[src/design/hard_sphere_metropolis_move_macros.svh]
// Assertion macros for the hard-sphere Metropolis move engine.
// No dependencies; include with the bare file name.
`ifndef HARD_SPHERE_METROPOLIS_MOVE_MACROS_SVH
`define HARD_SPHERE_METROPOLIS_MOVE_MACROS_SVH

// Same-cycle implication, disabled while reset is asserted.
`define HSM_ASSERT_NOW(label, clk, rst_n, ante, cons, msg) \
    label: assert property (@(posedge clk) disable iff (!(rst_n)) (ante) |-> (cons)) \
        else $error(msg);

// Next-cycle implication, disabled while reset is asserted.
`define HSM_ASSERT_NEXT(label, clk, rst_n, ante, cons, msg) \
    label: assert property (@(posedge clk) disable iff (!(rst_n)) (ante) |=> (cons)) \
        else $error(msg);

`endif

[src/design/hsm_ram.sv]
// Generic single-port-write, single-port-read RAM with registered read data.
// No dependencies.
module hsm_ram #(
    parameter int DW = 8,
    parameter int AW = 4
) (
    input  logic          i_clk,
    input  logic          i_we,
    input  logic [AW-1:0] i_waddr,
    input  logic [DW-1:0] i_wdata,
    input  logic [AW-1:0] i_raddr,
    output logic [DW-1:0] o_rdata
);

    logic [DW-1:0] r_mem [(1 << AW)];
    logic [DW-1:0] r_rdata;

    always_ff @(posedge i_clk) begin
        if (i_we) begin
            r_mem[i_waddr] <= i_wdata;
        end
        r_rdata <= r_mem[i_raddr];
    end

    assign o_rdata = r_rdata;

endmodule

[config.mk]
export PLATFORM = sky130hd
export DESIGN_NAME = hsm_ram
export DESIGN_NICKNAME = d
export VERILOG_FILES = /design/src/design/hard_sphere_metropolis_move_macros.svh /design/src/design/hsm_ram.sv
export SDC_FILE = /design/constraint.sdc
export NUM_CORES = 1
export LEC_CHECK = 0
export ABC_AREA = 1
export BUFFER_PORTS_ARGS = -buffer_cell sky130_fd_sc_hd__buf_2
export CAP_MARGIN = 20
export CORE_MARGIN = 5
export CORE_UTILIZATION = 35
export CTS_CLUSTER_DIAMETER = 200
export DETAILED_ROUTE_END_ITERATION = 10
export GPL_TIMING_DRIVEN = 0
export SKIP_LAST_GASP = 1
export SLEW_MARGIN = 20
export SYNTH_ARGS = -nofsm -noshare
export SYNTH_HDL_FRONTEND = slang
export SYNTH_SLANG_ARGS = --single-unit
[constraint.sdc]
create_clock -name i_clk -period 1.4 [get_ports i_clk]
set_input_delay 0.14 -clock i_clk [delete_from_list [all_inputs] [get_ports i_clk]]
set_output_delay 0.14 -clock i_clk [all_outputs]
set_load 0.05 [all_outputs]
==> impl_metrics.ini <==
[power_and_ir_drop]
power_mw = 9.735
switching_share_pct = 21.26
power.switching_mw = 2.070
vdd.ir_drop.worst_v = 0.0008294
power_leakage_nw = 2.891
pwr-share-comb_pct = 7.0
seq_power_share_pct = 47.0
power_density_mw_per_mm2 = 1444
cellInternalPower_mw = 7.665
clock_power_share_pct = 46.0

[setup_path]
critical_path_peak_fanout = 8
required_ns = 1.43
timing.setup.critical_path_class = input port to flop
setup.worst_path.start = i_waddr[3]
r2r-end = o_rdata[3]
r2r-start = r_mem[0][3]
endpoint_kind = flop
worst-r2r-cell-count = 6
timing.critical_path.to = r_mem[4][5]
reg2reg_slack_ns = 0.35
critPathArrivalTime_ns = 1.32
cp-start-kind = input port

[synthesis]
post_synth.cell_area_avg_um2 = 10.47
syn_inst = 551
area_of_the_mapped_netlist_mm2 = 0.005767
flops_latches_synth = 136
mappedNetlistNets = 569
count_of_distinct_cell_types_in_the_synthesized_netlist = 12
synth_warnings = 0
synth_sequential_area_ratio_pct = 69.43

[die]
die_w_um = 138.4
die_h_um = 138.4
start_util_pct = 35.27
fp-row-count = 47
boundaryPins = 26
die_area_mm2 = 0.01914
core_area_mm2 = 0.01635

[timing]
setup_failing_eps_final = 0
rsz0062_at_grt = no
post-route-min-period_ns = 1.289
max_freq_mhz = 775.7
postLayoutSetupSlackWorst_ns = 0.1108
actual_transition_at_the_worst_max_transition_pin_ns = 1.057
final_hold_viol_count = 0
timing.max_slew.rel_slack_pct = 29.31
maxSlewViolCount = 0
fin_crit_sh_pct = 92.09
final.setup_skew_ns = 0.007339

[placed_design]
io_buffer_count = 22
numPlacedInstances = 793
detailedPlacementHpwl_um = 9251
globalplace.congestion = 0.8920
dpl_worst_slack_ns = -0.3021

[cts]
clock_latency_ns = 0.42
clkSlewWorstSetupHoldPaths_ns = 0.06
cts_sinks = 136
tritoncts.num_buffers = 17
postCtsSetupBuffers = 0
cts_tree = yes
ctsRootBufferMaster = clkbuf_16
cts_hold_repair.buffers = 0
cts-resized-gates = 0
cts.path.max_buffers = 2
ctsHtreeMaxLevel = 4

[routing]
drt_first_iter_violations = 419
detail_route_met2_wl_um = 6560
highest_layer = met4
antenna_viol_nets_final = 0
drt_first_pass_iters = 5
drt-met1-wl_um = 6240
drt-vias-per-instance = 4.748
post-route-drc-count = 0
met3_wirelength_um = 877
avgRoutedWirePerCell_um = 17.15
vias = 3912
wl_um = 14130

[grt]
number_of_global_route_vias_before_repair = 3817
grt_first_pass_wirelength_um = 21670
antenna_violations_before_repair = 0
grt_max_degree = 17
globalRouteTotalUtil_pct = 15.06
grt.overflow.total = 0

[finish]
layout-drive-gt1-share_pct = 11.75
num_antenna_cells = 0
layout.nets = 610
synthToLayoutAreaGrowth_pct = 16.95
fin_cells = 824

[min_path]
min-delay-path-class = input port to flop

[job]
drv.max_cap_violation_count = 0

[run_status]
outcome = complete, no violations
[cells by family after synthesis]
kind of cell,count (synthesis),synth area share [%]
flip-flops,136,69.43
buffers and inverters,126,9.525
AND/OR/NAND/NOR,289,21.05
[metrics by stage]
stage               util, %  instance area, um^2  hold WS [ns]  setup TNS, ns
floorplan                 -                 5767        0.2389              0
global placement      37.63                 6152        0.5406         -15.71
detailed placement    37.63                 6152        0.5501         -17.97
CTS                   41.25                 6744        0.1061              0
global route          41.25                 6744        0.1179              0
finish                41.25                 6744        0.1172              0
[power by group through the flow]
stage	clock network [mW]	registers, mW	logic [mW]
6_report	4.48	4.58	0.679
2_1_floorplan	0	4.75	0.321
4_1_cts	4.54	4.58	0.679
3_5_place_dp	0	4.66	0.675
5_1_grt	4.74	4.58	0.742
3_3_place_gp	0	4.66	0.667
[placed cells by master, fill, tap and decap left out, types with 2 or more instances in the layout]
cell type,instances
buf_2,35
buf_4,4
buf_6,6
bufinv_16,4
clkbuf_1,3
clkbuf_16,17
clkinv_1,4
clkinvlp_4,2
dfxtp_1,8
edfxtp_1,128
inv_1,100
inv_2,2
nand2_1,173
nand3_1,97
nand3b_1,2
nor2_1,17
[per-layer routing]
layer / up-vias / global-route usage (%)
li1: 1860 / -
met1: 1858 / 20.27
met2: 162 / 23.28
met3: 32 / 3.004
met4: 0 / 7.592
met5: - / 0
[synth_stat cells]
library cell / n / area, um^2
buf_2: 13 / 65.06
inv_2: 2 / 7.510
buf_1: 1 / 3.750
nor2_1: 17 / 63.81
nand3_1: 97 / 485.5
nand3b_1: 2 / 15.01
dfxtp_1: 8 / 160.2
inv_1: 100 / 375.4
edfxtp_1: 128 / 3844
nand2_1: 173 / 649.4
buf_6: 6 / 67.56
buf_4: 4 / 30.03
[state kept, by name (all words and copies together), names as in the netlist]
name / count
o_rdata: 8
r_mem: 128
[worst max-delay path: stages]
cell and delay [ns]:
buf_2 0.12, nand3b_1 0.23, nor2_1 0.83
[layout make-up]
class	count	area, um^2
Sequential cell	136	4004
Clock buffer	20	436.7
Clock inverter	11	155.1
Timing Repair Buffer	22	110.1
Tap cell	220	275.3
Buffer	24	166.4
Multi-Input combinational cell	289	1214
Fill cell	1583	9604
Inverter	102	382.9
[worst min-delay path by stage]
stage	slack, ns	startpoint	to	cells past startpoint
final	0.12	i_wdata[1]	r_mem[4][1]	1
after CTS	0.11	i_wdata[1]	r_mem[1][1]	1
after global routing	0.12	i_wdata[1]	r_mem[1][1]	1
after detailed placement	0.55	i_wdata[1]	r_mem[4][1]	1
after global placement	0.54	i_wdata[1]	r_mem[4][1]	1
after floorplan	0.24	i_wdata[0]	r_mem[0][0]	0
No activity file was read; power rests on OpenSTA's default activity.
