--- src/design/hard_sphere_metropolis_move_macros.svh ---
// Assertion macros for the hard-sphere Metropolis move engine.
// No dependencies; include with the bare file name.
`ifndef HARD_SPHERE_METROPOLIS_MOVE_MACROS_SVH
`define HARD_SPHERE_METROPOLIS_MOVE_MACROS_SVH

// Same-cycle implication, disabled while reset is asserted.
`define HSM_ASSERT_NOW(label, clk, rst_n, ante, cons, msg) \
    label: assert property (@(posedge clk) disable iff (!(rst_n)) (ante) |-> (cons)) \
        else $error(msg);

// Next-cycle implication, disabled while reset is asserted.
`define HSM_ASSERT_NEXT(label, clk, rst_n, ante, cons, msg) \
    label: assert property (@(posedge clk) disable iff (!(rst_n)) (ante) |=> (cons)) \
        else $error(msg);

`endif

--- src/design/hsm_pkg.sv ---
// Shared types and constants for the hard-sphere Metropolis move engine.
// No dependencies.
package hsm_pkg;

    localparam int MAX_SPHERES = 1024;
    localparam int COORD_BITS  = 16;
    localparam int IDX_W       = $clog2(MAX_SPHERES);
    localparam int CNT_W       = IDX_W + 1;
    localparam int RAD_W       = COORD_BITS - 1;
    localparam int POS_W       = COORD_BITS + 2;   // signed trial position
    localparam int PROD_W      = 2 * COORD_BITS + 2;

    localparam logic [1:0] REQ_LOAD  = 2'd0;
    localparam logic [1:0] REQ_TRIAL = 2'd1;
    localparam logic [1:0] REQ_READ  = 2'd2;

    localparam logic [1:0] ST_DONE   = 2'd0;
    localparam logic [1:0] ST_ACCEPT = 2'd1;
    localparam logic [1:0] ST_REJECT = 2'd2;
    localparam logic [1:0] ST_REDRAW = 2'd3;

    typedef struct packed {
        logic [COORD_BITS-1:0] x;
        logic [COORD_BITS-1:0] y;
        logic [COORD_BITS-1:0] z;
        logic [RAD_W-1:0]      r;
    } t_sphere;

    localparam int SPHERE_W = $bits(t_sphere);

    // Control word from the sequencer to the overlap pipeline.
    typedef struct packed {
        logic clear;   // restart the sticky hit flag
        logic valid;   // other sphere on the data input is to be tested
    } t_ovl_ctrl;

endpackage

--- src/design/hsm_disp.sv ---
// Shared displacement unit: registered product radius*(2u-one), then rounding add.
// Depends on hsm_pkg.
module hsm_disp
    import hsm_pkg::*;
(
    input  logic                    i_clk,
    input  logic [COORD_BITS-1:0]   i_coord,
    input  logic [RAD_W-1:0]        i_radius,
    input  logic [COORD_BITS-1:0]   i_rand,
    output logic signed [POS_W-1:0] o_pos
);

    localparam logic signed [POS_W-1:0]  ONE_S  = POS_W'(1) <<< COORD_BITS;
    localparam logic signed [PROD_W-1:0] HALF_S = PROD_W'(1) <<< (COORD_BITS - 1);

    logic signed [POS_W-1:0]  w_twou;
    logic signed [COORD_BITS:0] w_rad_s;
    logic signed [PROD_W-1:0] r_prod;
    logic signed [PROD_W-1:0] w_round;
    logic signed [POS_W-1:0]  w_delta;

    assign w_twou  = $signed({1'b0, i_rand, 1'b0}) - ONE_S;
    assign w_rad_s = $signed({2'b00, i_radius});

    always_ff @(posedge i_clk) begin
        r_prod <= PROD_W'(w_rad_s) * PROD_W'(w_twou);
    end

    // floor((p + one/2) / one): take the upper bits of the rounded product
    assign w_round = r_prod + HALF_S;
    assign w_delta = $signed(w_round[PROD_W-1:COORD_BITS]);
    assign o_pos   = $signed({2'b00, i_coord}) + w_delta;

endmodule

--- config.mk ---
export PLATFORM = sky130hd
export DESIGN_NAME = hsm_disp
export DESIGN_NICKNAME = d
export VERILOG_FILES = /design/src/design/hard_sphere_metropolis_move_macros.svh /design/src/design/hsm_pkg.sv /design/src/design/hsm_disp.sv
export SDC_FILE = /design/constraint.sdc
export NUM_CORES = 1
export LEC_CHECK = 0
export BUFFER_PORTS_ARGS = -buffer_cell sky130_fd_sc_hd__buf_2
export CORE_ASPECT_RATIO = 1.5
export CORE_MARGIN = 3
export CORE_UTILIZATION = 40
export CTS_CLUSTER_SIZE = 24
export DETAILED_ROUTE_END_ITERATION = 7
export SYNTH_ARGS = -nofsm -noshare
export SYNTH_HDL_FRONTEND = slang
export SYNTH_SLANG_ARGS = --single-unit
--- constraint.sdc ---
create_clock -name i_clk -period 15 [get_ports i_clk]
set_clock_uncertainty 0.2 [all_clocks]
set_input_delay 0.75 -clock i_clk [delete_from_list [all_inputs] [get_ports i_clk]]
set_output_delay 0.75 -clock i_clk [all_outputs]
set_load 0.05 [all_outputs]
==> reports/metrics.csv <==
metric;value;unit
status;finished, final reports clean;
total of max-cap violations;0;
crit path kind;input pin to flip-flop;
share of post-route cells with drive strength above 1;0.0694;
Nets;1635;
Crit path required time;14970;ps
ys flop type;dfxtp_1;
Tcrit/Tclk final;0.437;
EDFF count, synth;0;
fill count;2631;
register bit total from synthesis;19;
drt total wl;25.5;mm
Final ANT Viol Nets;0;
Most Used Layer, Global Route;met2;
DRT Pass-1 Iters;4;
Arr. time, crit path;6530;ps
setup violators final;0;
synthesized instance count;1204;
Top reg by flops;r_prod;
GRT met1 Usage;0.191;
Synth area leader;fa_1;
Syn Nets;1599;
hold path start;i_radius[0];
hold endpoint;r_prod[20];
most frequent cell after synthesis;inv_1;
CTS Buffer Depth;2;
Worst Tran Pin Value;778;ps
Worst-path clk slew;50;ps
critical path peak fanout;16;
syn_area_per_cell;8.98;µm²
register area share after synthesis;0.0352;
Starting DRT DRC Count;298;
Post-CTS Hold Buffers;0;
Final Hold Violating Endpoints;0;
setup tns final;0;ps
dominant cells by area after synthesis;fa_1 46%, ha_1 11%, inv_1 10%;
crit path time final;6560;ps
max reg flops;19;
Hold Path Class;input pin to flip-flop;
initial antenna violation count;0;
Root Driver;clkbuf_16;
Max transition margin;0.481;
# Post-CTS Setup Buffers;0;
TritonCTS clock tree;built;
Top Registers;r_prod x19;
Mapped Area;10800;µm²
clk sinks;19;
post-synth cell types;53;
Async SR Flop Fraction;0;
IO Pins;66;
Total Routing Usage GR;0.186;
Die Y;207;µm
GRT met3 Usage;0.00761;
area delta synth->final;6.46;%
RSZ-0062 raised after global routing;false;
vias;8001;
CTS buffer count;3;
final non-filler cell total;1576;
largest net degree at the start of global routing;17;
Final Slew Violations;0;
initial core utilization;0.407;
Hold WS;1340;ps
DP Wirelength;22.1;mm
Synth top cells by count;300 x inv_1, 250 x fa_1, 141 x nand2_1, 106 x and2_1, 97 x ha_1;
vias in the first global route;9206;
GP Congestion;0.870;
crit path launch type;input pin;
fmax;152;MHz
met2 global-route usage;0.384;
die area;29100;µm²
Resized cells post-CTS;0;
CORE AREA;26600;µm²
Hold Crit Depth;7;
drt wl/cell;16.2;µm
row cnt;73;
DR vias/cell;5.08;
DIE WIDTH;140;µm
# placed instances;1572;
Synth top area share;0.463;
remaining global-route overflow;0;
Worst Setup End Kind;flip-flop;
Ys Warns;0;
H-tree Lvls;1;
first-pass GRT wire length;43.9;mm
# port buffers;65;
DRC;0;
Ant. Diodes;0;
[kinds of logic (layout without fill, tap and decap cells)]
kind of cell	after synthesis	after routing	synth area share
compound gates	105	105	0.0704
xor+xnor	55	55	0.0446
fa+ha+maj	347	347	0.575
buf+inv	334	369	0.116
flops	19	19	0.0352
simple gates	344	344	0.158
[critical path, cell delays in order]
cell and delay (ps):
buf_2 260, nor2b_1 250, inv_1 80, fa_1 570
fa_1 420, inv_1 300, fa_1 520, fa_1 510
fa_1 510, inv_1 50, fa_1 470, inv_1 40
ha_1 350, nand4_1 160, nor2_1 80, a221o_1 300
a221o_1 330, o21bai_2 230, o21ai_0 130, nor3_1 200
[worst max-delay path by stage]
stage,cells after the start,end,from,slack [ps]
3_3_place_gp,20,r_prod[33],i_radius[5],8240
6_report,20,r_prod[32],i_radius[5],8440
3_5_place_dp,20,r_prod[32],i_radius[5],8160
4_1_cts,20,r_prod[32],i_radius[5],8400
2_1_floorplan,19,r_prod[26],i_rand[15],8670
5_1_grt,20,r_prod[32],i_radius[5],8040
[placed cells by master (no fill, tap or decap), drive strengths merged, types with 5 or more instances in the layout]
cell type  synthesis  layout
nand3             22      22
buf                1      65
a21oi             32      32
nand2            141     141
a211oi             6       6
fa               250     250
xor2              19      19
and2             106     106
nand4              7       7
nor2              27      27
o21ai             15      15
a21o              15      15
dfxtp             19      19
nor3               8       8
ha                97      97
xnor2             36      36
o21a               5       5
nand2b            14      14
o21bai             7       7
inv              300     300
[metrics by stage]
step                      instance area, µm²  setup slack (ps)   util
after CTS                              11500              8400  0.433
after global placement                 11400              8240  0.430
after floorplan                        10800              8670      -
after global routing                   11500              8040  0.433
after detailed placement               11400              8160  0.430
final                                  11500              8440  0.433
[routing by layer]
metal | vias to the layer above | share of wire
li1 | 3664 | -
met1 | 4136 | 0.34
met2 | 139 | 0.60
met3 | 62 | 0.019
met4 | 0 | 0.047
met5 | - | 0
[final cells by class]
| cell class | instances | area (µm²) | share of cell area |
|---|---|---|---|
| Timing Repair Buffer | 65 | 325 | 0.0283 |
| Sequential cell | 19 | 380 | 0.0331 |
| Tap cell | 337 | 422 | 0.0366 |
| Clock buffer | 3 | 75.1 | 0.00652 |
| Clock inverter | 1 | 5.00 | 0.000435 |
| Inverter | 300 | 1130 | 0.0979 |
| Multi-Input combinational cell | 851 | 9170 | 0.797 |
Power is not shown: default switching activity piles up to over one toggle a cycle in this logic, so the estimate is an artifact.
