`src/design/hard_sphere_metropolis_move_macros.svh`:
```
// Assertion macros for the hard-sphere Metropolis move engine.
// No dependencies; include with the bare file name.
`ifndef HARD_SPHERE_METROPOLIS_MOVE_MACROS_SVH
`define HARD_SPHERE_METROPOLIS_MOVE_MACROS_SVH

// Same-cycle implication, disabled while reset is asserted.
`define HSM_ASSERT_NOW(label, clk, rst_n, ante, cons, msg) \
    label: assert property (@(posedge clk) disable iff (!(rst_n)) (ante) |-> (cons)) \
        else $error(msg);

// Next-cycle implication, disabled while reset is asserted.
`define HSM_ASSERT_NEXT(label, clk, rst_n, ante, cons, msg) \
    label: assert property (@(posedge clk) disable iff (!(rst_n)) (ante) |=> (cons)) \
        else $error(msg);

`endif

```
`src/design/hsm_pkg.sv`:
```
// Shared types and constants for the hard-sphere Metropolis move engine.
// No dependencies.
package hsm_pkg;

    localparam int MAX_SPHERES = 1024;
    localparam int COORD_BITS  = 16;
    localparam int IDX_W       = $clog2(MAX_SPHERES);
    localparam int CNT_W       = IDX_W + 1;
    localparam int RAD_W       = COORD_BITS - 1;
    localparam int POS_W       = COORD_BITS + 2;   // signed trial position
    localparam int PROD_W      = 2 * COORD_BITS + 2;

    localparam logic [1:0] REQ_LOAD  = 2'd0;
    localparam logic [1:0] REQ_TRIAL = 2'd1;
    localparam logic [1:0] REQ_READ  = 2'd2;

    localparam logic [1:0] ST_DONE   = 2'd0;
    localparam logic [1:0] ST_ACCEPT = 2'd1;
    localparam logic [1:0] ST_REJECT = 2'd2;
    localparam logic [1:0] ST_REDRAW = 2'd3;

    typedef struct packed {
        logic [COORD_BITS-1:0] x;
        logic [COORD_BITS-1:0] y;
        logic [COORD_BITS-1:0] z;
        logic [RAD_W-1:0]      r;
    } t_sphere;

    localparam int SPHERE_W = $bits(t_sphere);

    // Control word from the sequencer to the overlap pipeline.
    typedef struct packed {
        logic clear;   // restart the sticky hit flag
        logic valid;   // other sphere on the data input is to be tested
    } t_ovl_ctrl;

endpackage

```
`src/design/hsm_ovl.sv`:
```
// Overlap test pipeline: abs differences, squares, then sum and compare.
// Depends on hsm_pkg.
module hsm_ovl
    import hsm_pkg::*;
(
    input  logic                  i_clk,
    input  logic                  i_rst_n,
    input  t_ovl_ctrl             i_ctrl,
    input  t_sphere               i_other,
    input  logic [COORD_BITS-1:0] i_tx,
    input  logic [COORD_BITS-1:0] i_ty,
    input  logic [COORD_BITS-1:0] i_tz,
    input  logic [RAD_W-1:0]      i_radius,
    output logic                  o_hit
);

    localparam int SQ_W  = 2 * COORD_BITS;
    localparam int SUM_W = SQ_W + 2;

    logic [COORD_BITS:0]   w_dx, w_dy, w_dz;
    logic [COORD_BITS-1:0] r_ax, r_ay, r_az, r_s;
    logic [SQ_W-1:0]       r_sqx, r_sqy, r_sqz, r_s2;
    logic                  r_va, r_vb, r_hit;
    logic [SUM_W-1:0]      w_d2;

    assign w_dx = {1'b0, i_tx} - {1'b0, i_other.x};
    assign w_dy = {1'b0, i_ty} - {1'b0, i_other.y};
    assign w_dz = {1'b0, i_tz} - {1'b0, i_other.z};

    always_ff @(posedge i_clk) begin
        r_ax  <= w_dx[COORD_BITS] ? COORD_BITS'(-w_dx) : w_dx[COORD_BITS-1:0];
        r_ay  <= w_dy[COORD_BITS] ? COORD_BITS'(-w_dy) : w_dy[COORD_BITS-1:0];
        r_az  <= w_dz[COORD_BITS] ? COORD_BITS'(-w_dz) : w_dz[COORD_BITS-1:0];
        r_s   <= COORD_BITS'({1'b0, i_radius}) + COORD_BITS'({1'b0, i_other.r});
        r_sqx <= SQ_W'(r_ax) * SQ_W'(r_ax);
        r_sqy <= SQ_W'(r_ay) * SQ_W'(r_ay);
        r_sqz <= SQ_W'(r_az) * SQ_W'(r_az);
        r_s2  <= SQ_W'(r_s) * SQ_W'(r_s);
    end

    assign w_d2 = SUM_W'(r_sqx) + SUM_W'(r_sqy) + SUM_W'(r_sqz);

    always_ff @(posedge i_clk) begin
        if (!i_rst_n) begin
            r_va  <= 1'b0;
            r_vb  <= 1'b0;
            r_hit <= 1'b0;
        end else begin
            r_va <= i_ctrl.valid;
            r_vb <= r_va;
            if (i_ctrl.clear) begin
                r_hit <= 1'b0;
            end else if (r_vb && (w_d2 < SUM_W'(r_s2))) begin
                r_hit <= 1'b1;
            end
        end
    end

    assign o_hit = r_hit;

endmodule

```
`config.mk`:
```
export PLATFORM = sky130hd
export DESIGN_NAME = hsm_ovl
export DESIGN_NICKNAME = d
export VERILOG_FILES = /design/src/design/hard_sphere_metropolis_move_macros.svh /design/src/design/hsm_pkg.sv /design/src/design/hsm_ovl.sv
export SDC_FILE = /design/constraint.sdc
export NUM_CORES = 2
export LEC_CHECK = 0
export BUFFER_PORTS_ARGS = -buffer_cell sky130_fd_sc_hd__buf_4
export CORE_ASPECT_RATIO = 0.8
export CORE_UTILIZATION = 55
export DETAILED_ROUTE_END_ITERATION = 16
export GPL_TIMING_DRIVEN = 0
export HOLD_SLACK_MARGIN = 0.02
export PLACE_DENSITY_LB_ADDON = 0.2
export SLEW_MARGIN = 40
export SYNTH_ARGS = -nofsm -noshare
export SYNTH_HDL_FRONTEND = slang
export SYNTH_SLANG_ARGS = --single-unit
export TNS_END_PERCENT = 10
```
`constraint.sdc`:
```
create_clock -name i_clk -period 7.09 [get_ports i_clk]
set_input_delay 0.3545 -clock i_clk [delete_from_list [all_inputs] [get_ports i_clk]]
set_output_delay 0.3545 -clock i_clk [all_outputs]
set_load 0.005 [all_outputs]
```
==> summary.md <==
| Metric | Value |
|---|---|
| RSZ-0062 raised after global routing | true |
| Chip height | 241.6 um |
| Clock tree from TritonCTS | done |
| Arrival time worst endpoint | 7320 ps |
| Ys flop type | sky130_fd_sc_hd__dfxtp_1 |
| Max Slew Vio Count | 0 |
| Wirelength per Cell | 16.02 um |
| Crit-path max FO | 10 |
| Post-DP HPWL | 75310 um |
| TritonCTS buffer count | 17 |
| Post-CTS setup buffers | 0 |
| Result of the run | finished, final reports clean |
| Layout overhead on the synthesized area | 7.269% |
| Final global-route overflow total | 0 |
| Clock-pin slew on the worst setup and hold paths | 80 ps |
| Gate Count Post-Synth | 4420 |
| Clock network latency to the later pin of the worst-skew pair | 520 ps |
| Detailed-route DRC error count | 0 |
| Post-Place Setup Slack | -469.1 ps |
| Number of flip-flops and latches in the synthesized netlist | 191 |
| Total number of H-tree levels | 4 |
| Area of the die | 0.07284 sq mm |
| Actual transition at the worst max-transition pin | 720.9 ps |
| Worst rel slew slack | 51.94% |
| Clock tree root driver cell | sky130_fd_sc_hd__clkbuf_16 |
| Sequential share of the synthesized area | 9.688% |
| Period utilization | 98.02% |
| Post-synth EDFFs | 0 |
| Final setup violating endpoints | 0 |
| Synth Cell Area | 0.03947 sq mm |
| Fraction of final layout cells sized beyond drive strength 1 | 6.329% |
| Required time reported for the critical path endpoint | 7460 ps |
| Worst r2r path cells | 22 |
| Max clock buf depth | 2 |
| Number of fill cells in the layout | 6313 |
| Detailed router's first-iteration violation count | 1780 |
| Final Hold Fails | 0 |
| Largest net degree at the start of global routing | 20 |
| Row count | 87 |
| Fin nets | 5911 |
| Worst setup slack after layout | 140.2 ps |
| GR Util All Layers | 25.84% |
| Worst min-delay path category | in2reg |
| Count of vias placed by the detailed router | 28970 |
| Post-Synthesis Mean Instance Area | 8.929 sq um |
| Wire length of the first global-routing pass | 150000 um |
| Synthesis Warnings | 0 |
| Minimum clock period after layout | 6950 ps |
| I/O Buffers | 130 |
| Critical path class | reg2reg |
| Skew final | 12.56 ps |
| Boundary pin count | 131 |
| Proportion of register bits with asynchronous set or reset after synthesis | 0% |
| Total wirelength of the detailed-routed design | 88410 um |
| Antenna-violating nets left | 0 |
| Worst hold slack | 56.22 ps |
| Die W | 301.5 um |
| Core outline area | 0.07076 sq mm |
| TritonCTS sink count | 191 |
| Worst setup SP type | register |
| Initial cell density of the core | 55.78% |
| FMAX | 143.9 MHz |
| Number of different library cells in the post-synthesis netlist | 91 |
| Hold Crit Depth | 2 |
| Routability cong. | 0.8989 |
| Antenna violations before repair | 3 |
| Layout Utilization | 59.84% |
| CP Capture Type | register |
| Length of the first detailed-routing pass in iterations | 5 |
| Mean number of vias per cell | 5.252 |
| Maxcap violations | 0 |
| Via count of the first global-routing pass | 30140 |
-- layout make-up --
type	count	area [sq um]	share of cell area, %
multi-input combinational	3023	31160	73.61
clock buffer	18	439.2	1.037
timing repair buffer	131	985.9	2.329
antenna	1	2.502	0.005911
buffer	87	400.4	0.9457
sequential	191	3830	9.046
inverter	1118	4197	9.912
clock inverter	14	151.4	0.3576
tap	934	1169	2.760
-- placed cells by master (no fill, tap or decap), types with 24 or more instances in the layout --
cell                       count
sky130_fd_sc_hd__a21o_1       65
sky130_fd_sc_hd__a21oi_1     170
sky130_fd_sc_hd__and2_1      162
sky130_fd_sc_hd__buf_4       130
sky130_fd_sc_hd__clkbuf_1     35
sky130_fd_sc_hd__clkbuf_2     46
sky130_fd_sc_hd__dfxtp_1     186
sky130_fd_sc_hd__fa_1        686
sky130_fd_sc_hd__ha_1        526
sky130_fd_sc_hd__inv_1      1118
sky130_fd_sc_hd__nand2_1     390
sky130_fd_sc_hd__nand2b_1     24
sky130_fd_sc_hd__nand3_1      36
sky130_fd_sc_hd__nor2_1      171
sky130_fd_sc_hd__nor2b_1      34
sky130_fd_sc_hd__nor3_1       52
sky130_fd_sc_hd__o21a_1       41
sky130_fd_sc_hd__o21ai_0      77
sky130_fd_sc_hd__xnor2_1     184
sky130_fd_sc_hd__xor2_1       65
-- kinds of logic (layout without fill, tap and decap cells) --
family | after synthesis | in the layout | share of synthesized area, %
xor gates and xnor gates | 250 | 250 | 5.548
other | 2 | 4 | 0.01903
muxes | 7 | 7 | 0.1965
DFF | 191 | 191 | 9.688
AOI/OAI and AO/OA | 560 | 560 | 9.482
and+or+nand+nor | 991 | 991 | 12.09
adders and majority gates | 1212 | 1212 | 51.47
buffers and inverters | 1207 | 1368 | 11.50
-- per-layer routing --
metal  wire [um]  share of wire [%]  vias to the layer above  GRT usage [%]
met1       41180                 47                    14160          37.25
met4        1372                1.6                        4          5.452
li1            -                  -                    13990              -
met2       39980                 45                      720          40.23
met3        5850                6.6                       96          5.121
met5          23              0.026                        -              0
-- state kept, by name (all words and copies together), names as in the netlist --
register / cells
r_va: 1
r_s2: 31
r_sqx: 31
r_s: 16
r_ax: 16
r_az: 16
r_sqz: 31
r_ay: 16
r_vb: 1
r_sqy: 31
o_hit: 1
-- cell usage after synthesis, drive strengths merged, types with 5 or more instances --
library cell	n	area share, %
o21ai	91	1.2
ha	526	17
o31ai	18	0.37
nor3	54	0.71
nand2b	24	0.38
nor2	176	1.7
nor2b	35	0.57
o21bai	23	0.44
a41oi	8	0.20
nand4	18	0.29
and2	162	2.6
mux2	6	0.17
nor3b	5	0.095
xor2	65	1.4
nand3	38	0.49
a31oi	18	0.29
o21a	41	0.78
a2111oi	8	0.26
a211o	7	0.16
a21oi	177	2.3
and3	23	0.36
nor4	8	0.13
xnor2	185	4.1
or4	6	0.11
fa	686	35
clkbuf	87	0.83
a21boi	7	0.13
dfxtp	191	9.7
o211ai	11	0.21
nand2	390	3.7
or2	21	0.33
o31a	8	0.18
a211oi	15	0.30
a21o	65	1.2
o2111ai	9	0.20
a31o	11	0.24
inv	1118	11
or3	12	0.19
-- per-stage QoR --
step,cell area (sq um),cells,setup TNS [ps]
final,42340,5517,0
after global routing,42340,5517,-149.3
after CTS,42260,5518,0
after detailed placement,41620,5485,-2202
after global placement,41620,5485,-2140
after floorplan,39470,4421,0
-- critical path, cell delays in order (launching register included) --
cell and delay, ps:
sky130_fd_sc_hd__dfxtp_1 420, sky130_fd_sc_hd__clkbuf_2 300, sky130_fd_sc_hd__clkbuf_2 340, sky130_fd_sc_hd__nand2_1 110
sky130_fd_sc_hd__fa_1 510, sky130_fd_sc_hd__fa_1 500, sky130_fd_sc_hd__inv_1 50, sky130_fd_sc_hd__fa_1 480
sky130_fd_sc_hd__fa_1 530, sky130_fd_sc_hd__fa_1 500, sky130_fd_sc_hd__inv_1 50, sky130_fd_sc_hd__fa_1 490
sky130_fd_sc_hd__inv_1 50, sky130_fd_sc_hd__ha_1 320, sky130_fd_sc_hd__and3_1 220, sky130_fd_sc_hd__a221o_1 360
sky130_fd_sc_hd__nand2_1 120, sky130_fd_sc_hd__o31ai_4 110, sky130_fd_sc_hd__a221o_1 350, sky130_fd_sc_hd__a31oi_1 320
sky130_fd_sc_hd__o21a_1 210, sky130_fd_sc_hd__nor2_1 70, sky130_fd_sc_hd__xor2_1 380
-- timing repair --
item	4_1_cts	5_1_grt
hold buffers	1	0
resized for setup	19	86
endpoints found under the hold margin	1	0
pin swaps	0	2
setup endpoints to repair	10	27
-- path summary, 6_finish.rpt --
path                   start                 to  slack (ps)
min               i_other[0]     r_s[0]$_DFF_P_          60
max reg2reg  r_ay[4]$_DFF_P_  r_sqy[28]$_DFF_P_         140
min reg2reg  r_va$_SDFF_PN0_    r_vb$_SDFF_PN0_         440
max          r_ay[4]$_DFF_P_  r_sqy[28]$_DFF_P_         140
Power is not shown: default switching activity piles up to over one toggle a cycle in this logic, so the estimate is an artifact.
